`src/sv/bfha_pkg.sv`:
```
// bfha_pkg: shared types and constants for the best-fit heap allocator
// holds the controller command set, the status codes and the header flag masks
// used by bfha_ctrl, bfha_dpath and the top level; depends on nothing
package bfha_pkg;

  // result status codes
  localparam logic [2:0] ST_OK       = 3'd0;
  localparam logic [2:0] ST_BAD_SIZE = 3'd1;
  localparam logic [2:0] ST_NO_FIT   = 3'd2;
  localparam logic [2:0] ST_BAD_OFF  = 3'd3;
  localparam logic [2:0] ST_ALR_FREE = 3'd4;

  // request kinds
  localparam logic OP_ALLOC = 1'b0;
  localparam logic OP_FREE  = 1'b1;

  // header word masks
  localparam logic [31:0] SIZE_MASK = 32'hFFFF_FFFC;
  localparam logic [31:0] NOT_P     = 32'hFFFF_FFFD;
  localparam logic [31:0] NOT_A     = 32'hFFFF_FFFE;
  localparam logic [31:0] A_FLAG    = 32'h0000_0001;
  localparam logic [31:0] P_FLAG    = 32'h0000_0002;
  localparam logic [31:0] FIRST     = 32'd4;
  localparam logic [31:0] MIN_SPLIT = 32'd8;

  // datapath micro-operations
  typedef enum logic [4:0] {
    CMD_NONE,
    CMD_CLR,
    CMD_LOAD,
    CMD_A_RD,
    CMD_A_EV,
    CMD_X_RD,
    CMD_X_WR,
    CMD_S_W1,
    CMD_S_W2,
    CMD_S_RD,
    CMD_S_W3,
    CMD_A_OK,
    CMD_FX_RD,
    CMD_FX_EV,
    CMD_FX_RN,
    CMD_FX_WN,
    CMD_F_RD,
    CMD_F_H,
    CMD_F_PRD,
    CMD_F_PV,
    CMD_F_NRD,
    CMD_F_NV,
    CMD_F_PRV_RD,
    CMD_F_PRV_WR,
    CMD_F_NS,
    CMD_F_BRD,
    CMD_F_BADD,
    CMD_F_CLRA,
    CMD_F_FOOT,
    CMD_F_OK,
    CMD_FIN
  } cmd_e;

  typedef struct packed {
    cmd_e       cmd;
    logic [2:0] code;
  } ctl_cmd_t;

  typedef struct packed {
    logic clr_last;
    logic is_free;
    logic req_zero;
    logic too_big;
    logic bad_off;
    logic scan_go;
    logic scan_stop;
    logic best_zero;
    logic exact;
    logic fx_go;
    logic h_a;
    logic h_p;
    logic nx_in;
    logic has_prev;
    logic has_next;
  } dp_sts_t;

endpackage

```
`src/sv/bfha_ctrl.sv`:
```
// bfha_ctrl: sequencer for allocate, free and the post-reset clearing pass
// issues one bfha_pkg::ctl_cmd_t a cycle to bfha_dpath, reads bfha_pkg::dp_sts_t
// depends on bfha_pkg
module bfha_ctrl (
  input  logic               clk_i,
  input  logic               rst_ni,
  input  logic               in_valid_i,
  output logic               in_ready_o,
  output logic               out_valid_o,
  input  logic               out_ready_i,
  input  bfha_pkg::dp_sts_t  sts_i,
  output bfha_pkg::ctl_cmd_t cmd_o
);

  typedef enum logic [36:0] {
    S_CLEAR    = 37'b1 << 0,
    S_IDLE     = 37'b1 << 1,
    S_DISP     = 37'b1 << 2,
    S_A_RD     = 37'b1 << 3,
    S_A_EV     = 37'b1 << 4,
    S_A_DEC    = 37'b1 << 5,
    S_X_RD     = 37'b1 << 6,
    S_X_WR     = 37'b1 << 7,
    S_S_W1     = 37'b1 << 8,
    S_S_W2     = 37'b1 << 9,
    S_S_RD     = 37'b1 << 10,
    S_S_W3     = 37'b1 << 11,
    S_A_OK     = 37'b1 << 12,
    S_FX_RD    = 37'b1 << 13,
    S_FX_EV    = 37'b1 << 14,
    S_FX_RN    = 37'b1 << 15,
    S_FX_WN    = 37'b1 << 16,
    S_F_RD     = 37'b1 << 17,
    S_F_H      = 37'b1 << 18,
    S_F_PRD    = 37'b1 << 19,
    S_F_PV     = 37'b1 << 20,
    S_F_NCHK   = 37'b1 << 21,
    S_F_NRD    = 37'b1 << 22,
    S_F_NV     = 37'b1 << 23,
    S_F_MRG    = 37'b1 << 24,
    S_F_PRV_RD = 37'b1 << 25,
    S_F_PRV_WR = 37'b1 << 26,
    S_F_NRD2   = 37'b1 << 27,
    S_F_NS     = 37'b1 << 28,
    S_F_BRD1   = 37'b1 << 29,
    S_F_BADD   = 37'b1 << 30,
    S_F_BRD2   = 37'b1 << 31,
    S_F_CLRA   = 37'b1 << 32,
    S_F_FOOT   = 37'b1 << 33,
    S_F_OK     = 37'b1 << 34,
    S_FIN      = 37'b1 << 35,
    S_OUT      = 37'b1 << 36
  } state_e;

  state_e     state_q, state_d;
  logic [2:0] code_q, code_d;

  // state and pending error code
  always_ff @(posedge clk_i or negedge rst_ni) begin
    if (!rst_ni) begin
      state_q <= S_CLEAR;
      code_q  <= bfha_pkg::ST_OK;
    end else begin
      state_q <= state_d;
      code_q  <= code_d;
    end
  end

  assign in_ready_o  = (state_q == S_IDLE);
  assign out_valid_o = (state_q == S_OUT);

  // next state and command
  always_comb begin
    state_d    = state_q;
    code_d     = code_q;
    cmd_o.cmd  = bfha_pkg::CMD_NONE;
    cmd_o.code = code_q;
    case (state_q)
      S_CLEAR: begin
        cmd_o.cmd = bfha_pkg::CMD_CLR;
        if (sts_i.clr_last) state_d = S_IDLE;
      end
      S_IDLE: begin
        if (in_valid_i) begin
          cmd_o.cmd = bfha_pkg::CMD_LOAD;
          state_d   = S_DISP;
        end
      end
      S_DISP: begin
        if (sts_i.is_free) begin
          if (sts_i.bad_off) begin
            code_d  = bfha_pkg::ST_BAD_OFF;
            state_d = S_FIN;
          end else begin
            state_d = S_F_RD;
          end
        end else if (sts_i.req_zero) begin
          code_d  = bfha_pkg::ST_BAD_SIZE;
          state_d = S_FIN;
        end else if (sts_i.too_big) begin
          code_d  = bfha_pkg::ST_NO_FIT;
          state_d = S_FIN;
        end else begin
          state_d = S_A_RD;
        end
      end
      // block walk
      S_A_RD: begin
        if (sts_i.scan_go) begin
          cmd_o.cmd = bfha_pkg::CMD_A_RD;
          state_d   = S_A_EV;
        end else begin
          state_d = S_A_DEC;
        end
      end
      S_A_EV: begin
        cmd_o.cmd = bfha_pkg::CMD_A_EV;
        state_d   = sts_i.scan_stop ? S_A_DEC : S_A_RD;
      end
      S_A_DEC: begin
        if (sts_i.best_zero) begin
          code_d  = bfha_pkg::ST_NO_FIT;
          state_d = S_FIN;
        end else begin
          state_d = sts_i.exact ? S_X_RD : S_S_W1;
        end
      end
      // exact fit
      S_X_RD: begin
        cmd_o.cmd = bfha_pkg::CMD_X_RD;
        state_d   = S_X_WR;
      end
      S_X_WR: begin
        cmd_o.cmd = bfha_pkg::CMD_X_WR;
        state_d   = S_FX_RD;
      end
      // split
      S_S_W1: begin
        cmd_o.cmd = bfha_pkg::CMD_S_W1;
        state_d   = S_S_W2;
      end
      S_S_W2: begin
        cmd_o.cmd = bfha_pkg::CMD_S_W2;
        state_d   = S_S_RD;
      end
      S_S_RD: begin
        cmd_o.cmd = bfha_pkg::CMD_S_RD;
        state_d   = S_S_W3;
      end
      S_S_W3: begin
        cmd_o.cmd = bfha_pkg::CMD_S_W3;
        state_d   = S_A_OK;
      end
      S_A_OK: begin
        cmd_o.cmd = bfha_pkg::CMD_A_OK;
        state_d   = S_OUT;
      end
      // next block's previous-allocated bit
      S_FX_RD: begin
        cmd_o.cmd = bfha_pkg::CMD_FX_RD;
        state_d   = S_FX_EV;
      end
      S_FX_EV: begin
        cmd_o.cmd = bfha_pkg::CMD_FX_EV;
        if (sts_i.fx_go) state_d = S_FX_RN;
        else             state_d = sts_i.is_free ? S_F_OK : S_A_OK;
      end
      S_FX_RN: begin
        cmd_o.cmd = bfha_pkg::CMD_FX_RN;
        state_d   = S_FX_WN;
      end
      S_FX_WN: begin
        cmd_o.cmd = bfha_pkg::CMD_FX_WN;
        state_d   = sts_i.is_free ? S_F_OK : S_A_OK;
      end
      // free
      S_F_RD: begin
        cmd_o.cmd = bfha_pkg::CMD_F_RD;
        state_d   = S_F_H;
      end
      S_F_H: begin
        cmd_o.cmd = bfha_pkg::CMD_F_H;
        if (!sts_i.h_a) begin
          code_d  = bfha_pkg::ST_ALR_FREE;
          state_d = S_FIN;
        end else begin
          state_d = sts_i.h_p ? S_F_NCHK : S_F_PRD;
        end
      end
      S_F_PRD: begin
        cmd_o.cmd = bfha_pkg::CMD_F_PRD;
        state_d   = S_F_PV;
      end
      S_F_PV: begin
        cmd_o.cmd = bfha_pkg::CMD_F_PV;
        state_d   = S_F_NCHK;
      end
      S_F_NCHK: begin
        state_d = sts_i.nx_in ? S_F_NRD : S_F_MRG;
      end
      S_F_NRD: begin
        cmd_o.cmd = bfha_pkg::CMD_F_NRD;
        state_d   = S_F_NV;
      end
      S_F_NV: begin
        cmd_o.cmd = bfha_pkg::CMD_F_NV;
        state_d   = S_F_MRG;
      end
      S_F_MRG: begin
        if (sts_i.has_prev)      state_d = S_F_PRV_RD;
        else if (sts_i.has_next) state_d = S_F_NRD2;
        else                     state_d = S_F_BRD2;
      end
      S_F_PRV_RD: begin
        cmd_o.cmd = bfha_pkg::CMD_F_PRV_RD;
        state_d   = S_F_PRV_WR;
      end
      S_F_PRV_WR: begin
        cmd_o.cmd = bfha_pkg::CMD_F_PRV_WR;
        state_d   = sts_i.has_next ? S_F_NRD2 : S_F_BRD2;
      end
      S_F_NRD2: begin
        cmd_o.cmd = bfha_pkg::CMD_F_NRD;
        state_d   = S_F_NS;
      end
      S_F_NS: begin
        cmd_o.cmd = bfha_pkg::CMD_F_NS;
        state_d   = S_F_BRD1;
      end
      S_F_BRD1: begin
        cmd_o.cmd = bfha_pkg::CMD_F_BRD;
        state_d   = S_F_BADD;
      end
      S_F_BADD: begin
        cmd_o.cmd = bfha_pkg::CMD_F_BADD;
        state_d   = S_F_BRD2;
      end
      S_F_BRD2: begin
        cmd_o.cmd = bfha_pkg::CMD_F_BRD;
        state_d   = S_F_CLRA;
      end
      S_F_CLRA: begin
        cmd_o.cmd = bfha_pkg::CMD_F_CLRA;
        state_d   = S_F_FOOT;
      end
      S_F_FOOT: begin
        cmd_o.cmd = bfha_pkg::CMD_F_FOOT;
        state_d   = S_FX_RD;
      end
      S_F_OK: begin
        cmd_o.cmd = bfha_pkg::CMD_F_OK;
        state_d   = S_OUT;
      end
      S_FIN: begin
        cmd_o.cmd = bfha_pkg::CMD_FIN;
        state_d   = S_OUT;
      end
      S_OUT: begin
        if (out_ready_i) state_d = S_IDLE;
      end
      default: begin
        state_d = S_IDLE;
      end
    endcase
  end

endmodule

```
`config.mk`:
```
export PLATFORM = sky130hd
export DESIGN_NAME = bfha_ctrl
export DESIGN_NICKNAME = d
export VERILOG_FILES = /design/src/sv/bfha_pkg.sv /design/src/sv/bfha_ctrl.sv
export SDC_FILE = /design/constraint.sdc
export NUM_CORES = 1
export LEC_CHECK = 0
export CORE_MARGIN = 3
export CORE_UTILIZATION = 50
export DETAILED_ROUTE_END_ITERATION = 12
export DONT_BUFFER_PORTS = 1
export PLACE_DENSITY = 0.71
export SETUP_SLACK_MARGIN = 0.4
export SYNTH_ARGS = -nofsm -noshare
export SYNTH_HDL_FRONTEND = slang
export SYNTH_SLANG_ARGS = --single-unit
```
`constraint.sdc`:
```
create_clock -name clk_i -period 3.3 [get_ports clk_i]
set_input_delay 0.495 -clock clk_i [delete_from_list [all_inputs] [get_ports clk_i]]
set_output_delay 0.495 -clock clk_i [all_outputs]
set_load 0.01 [all_outputs]
```
# Word level (Yosys, flattened, before mapping)
# Cells that the tools add are included.
[totals]
ff_bits = 40
in_bits = 19
out_inout_bits = 10
[classes]
eq_ne = 44
mux = 29
reduce_logical = 7
[ops]
columns = ["cell", "count"]
rows = [
  ["case mux 37 bit (34 select lines)", 1],
  ["2-to-1 mux 36 bit", 5],
  ["case mux 5 bit (30 select lines)", 1],
  ["2-to-1 mux 37 bit", 4],
  ["2-to-1 mux 35 bit", 2],
  ["2-to-1 mux 32 bit", 2],
  ["equality test 37 x 1 -> 1 bit (second input constant)", 1],
  ["equality test 37 x 10 -> 1 bit (second input constant)", 1],
  ["equality test 37 x 11 -> 1 bit (second input constant)", 1],
  ["equality test 37 x 12 -> 1 bit (second input constant)", 1],
  ["equality test 37 x 13 -> 1 bit (second input constant)", 1],
  ["equality test 37 x 14 -> 1 bit (second input constant)", 1],
  ["equality test 37 x 15 -> 1 bit (second input constant)", 1],
  ["equality test 37 x 16 -> 1 bit (second input constant)", 1],
  ["equality test 37 x 17 -> 1 bit (second input constant)", 1],
  ["equality test 37 x 18 -> 1 bit (second input constant)", 1],
  ["equality test 37 x 19 -> 1 bit (second input constant)", 1],
  ["equality test 37 x 2 -> 1 bit (second input constant)", 1],
  ["equality test 37 x 20 -> 1 bit (second input constant)", 1],
  ["equality test 37 x 21 -> 1 bit (second input constant)", 1],
  ["equality test 37 x 22 -> 1 bit (second input constant)", 1],
  ["equality test 37 x 23 -> 1 bit (second input constant)", 1],
  ["equality test 37 x 24 -> 1 bit (second input constant)", 1],
  ["equality test 37 x 25 -> 1 bit (second input constant)", 1],
  ["other kinds (35)", 47],
]

# Depth between registers and ports, before layout
[depth]
ltp_word = 4
ltp_mapped = 10
depth_no_buf = 8

# Worst setup path after synthesis
# No wires, ideal clock.
[synth_timing]
path_type = "reg2out"
start = "reg state_q[8]"
end = "out cmd_o[5] (netlist name)"
arrival_time_ns = 2.311
t_required_ns = 2.805
path_slack_ns = 0.494
path_stages_with_launch = 7
path_cell_list = "dfrtp_1 > nor4_4 > nand4_2 > or4_1 > clkbuf_1 > o311ai_1 > or4_1"
[synth_rtl]
columns = ["item", "line", "rtl"]
rows = [
  ["start: declaration", "bfha_ctrl.sv:55", "state_e state_q, state_d;"],
  ["start signal: assignment", "bfha_ctrl.sv:64", "state_q <= state_d;"],
  ["end: declaration", "bfha_ctrl.sv:12", "output bfha_pkg::ctl_cmd_t cmd_o"],
]

==> run_results.csv <==
group,metric,value,unit
run_status,status,"complete, no violations",
worst_setup_path,crit_family,"simple AND/OR/NAND/NOR gates",
finish,n_antenna_cell,0,
routing,drtAntennaViolNets,0,
sta,tns,0,ns
sta,period_share,0.924,
yosys,synth_edf_count,0,
sta,period_minus_slack,3.05,ns
yosys,synth_seq_area_share,0.387,
finish,nets,346,
global_routing,grt_pass1_vias,2500,
worst_setup_path,cp-start-kind,"flop",
yosys,syn_area,2590,sq um
yosys,syn_inst,269,
floorplan,start_util,0.534,
global_routing,grtUsageMet3,0.0476,
floorplan,row_count,25,
sta,timing.final.setup_violations,0,
clocking,cts_made_buffers,5,
global_routing,grt_use_total,0.264,
global_routing,antenna_found_initial,0,
yosys,ys.flop_type,"dfrtp_1",
worst_setup_path,cp_slowest_cell,"or4_4",
sta,worstMarginPinSlew,0.508,ns
routing,via_per_inst,6.74,
power,p_leak,1.53,nW
worst_setup_path,worst-path-buf-inv,3,
worst_setup_path,worstPathCellList,"nor3_2 -> buf_4 -> nand4_1 -> buf_4 -> buf_6 -> nor3_4 -> and4b_2 -> a2111o_1 -> or4_4",
power,power,1.78,mW
clocking,cts_root_buf,"clkbuf_8",
routing,wirelength,8090,microns
place,hpwlAfterDp,5140,microns
global_routing,gr-usage-met1,0.349,
sta,max_freq,328,MHz
sta,slew_viol_final,0,
worst_setup_path,crit_arrival,2.55,ns
run,drv_cap,0,
clocking,clk_latency,0.30,ns
sta,finClkSkew,0.00998,ns
sta,fin_ws,0.251,ns
sta,rsz0062_at_grt,"yes",
finish,fin_util,0.719,
yosys,synth_nets,288,
clocking,clockBufferDepth,2,
yosys,ys_ff_latch,40,
routing,drt_iter0_drc,324,
yosys,yosys_warnings,0,
floorplan,die_y,78.0,microns
global_routing,use_met2,0.419,
clocking,clk_pin_slew,0.09,ns
sta,whs,0.0317,ns
clocking,cts_tree,"yes",
sta,slew_headroom,0.658,
worst_setup_path,critPathMaxFanout,5,
worst_setup_path,critPathKind,"flop to primary output",
floorplan,chipWidth,78.0,microns
finish,drive_above_1_share,0.424,
power,vdd_drop_max,0.399,mV
yosys,ys_types,61,
yosys,avgSynthCellArea,9.62,sq um
finish,mostFrequentLayoutCells,"buf_4, nor2_1, dfrtp_1, dfrtp_2, nand2_1",
worst_setup_path,crit_top_cell,"buf_4",
worst_setup_path,critPathCaptureType,"primary output",
clocking,clkSinkCount,40,
global_routing,grt_first_pass_wirelength,12600,microns
routing,drcViolationCount,0,
routing,avgRoutedWirePerCell,20.5,microns
sta,finalHoldViolCount,0,
place,post-place-ws,0.171,ns
floorplan,coreArea,4850,sq um
routing,firstDrtPassIters,5,
global_routing,overflow,0,
finish,final_common_cell,"buf_4",
place,place.gp.congestion,0.999,
worst_setup_path,crit_required,2.80,ns
routing,vias,2663,
global_routing,grt_max_degree,40,
floorplan,die_area,6080,sq um
power,power_density,510,nW/um^2
worst_setup_path,critPathMaxStageDelay,0.53,ns
min_path,hold_path_class,"input port to async pin",
yosys,synthArstFlopShare,1.00,
clocking,htree_num_levels,2,
global_routing,grt.busiest_layer,"met2",
floorplan,ios,29,
place,io_buffers,0,
finish,syn_to_final_growth,34.8,%
[final timing paths]
path / slack (ns) / endpoint / cells after the start / start
hold reg to reg: 0.55 / state_q[14] / 1 / state_q[9]
setup / recovery: 0.25 / cmd_o[4] / 9 / state_q[35]
setup reg to reg: 0.51 / code_q[1] / 7 / state_q[20]
max in group asynchronous: 3.05 / state_q[2] / 1 / rst_ni
hold / removal: 0.03 / state_q[36] / 1 / rst_ni
min in group clk_i: 0.25 / state_q[19] / 1 / sts_i[3]
[what timing repair did]
item / CTS / global route
endpoints found under the hold margin: 39 / 0
setup endpoints to repair: 7 / 7
buffers inserted: 24 / 15
resized for setup: 49 / 17
pin swaps: 19 / 11
hold buffers: 1 / 0
gates cloned: 0 / 0
[flip-flops by register name, indices dropped and copies added (netlist names)]
| register | flops |
|---|---|
| code_q | 3 |
| state_q | 37 |
[per-stage QoR]
step | area [sq um] | std cells
after CTS | 3310 | 380
after detailed placement | 2770 | 347
after global routing | 3490 | 395
after floorplan | 2590 | 269
final | 3490 | 395
after global placement | 2770 | 347
[per-layer routing]
| layer | wire length [microns] | part of all wire | vias up |
|---|---|---|---|
| li1 | - | - | 1160 |
| met1 | 3360 | 0.42 | 1307 |
| met2 | 3780 | 0.47 | 164 |
| met3 | 621 | 0.077 | 32 |
| met4 | 331 | 0.041 | 0 |
| met5 | 0 | 0 | - |
[area by class of cell]
cell class                      count  area, sq um
Clock buffer                        6         82.6
Clock inverter                      2         15.0
Fill cell                         330         1360
Inverter                            8         30.0
Multi-Input combinational cell    211         1760
Sequential cell                    40         1020
Tap cell                           67         83.8
Timing Repair Buffer               61          498
[synthesized netlist by cell type, drive strengths merged, types with 7 or more instances]
master / count / area, sq um
dfrtp: 39 / 976
nor2: 27 / 101
nor4: 23 / 223
nor3: 19 / 116
nand2: 16 / 62.6
nand4b: 12 / 105
nand3: 10 / 62.6
nand2b: 9 / 56.3
o21ai: 9 / 45.0
inv: 8 / 30.0
nor2b: 8 / 57.6
buf: 7 / 47.5
nand4: 7 / 56.3
or4: 7 / 60.1
[cell families after synthesis]
group	share of synthesized area
flops	0.387
buf+inv	0.0343
simple gates	0.437
mux	0.0193
xor+xnor	0.0237
compound gates	0.0986
[where the power goes]
part / internal, mW / switching [mW] / total (mW)
logic: 0.396 / 0.452 / 0.849
clock network: 0.169 / 0.186 / 0.355
registers: 0.521 / 0.0541 / 0.575
total: 1.09 / 0.692 / 1.78
Power figures use the tool's default switching activity.
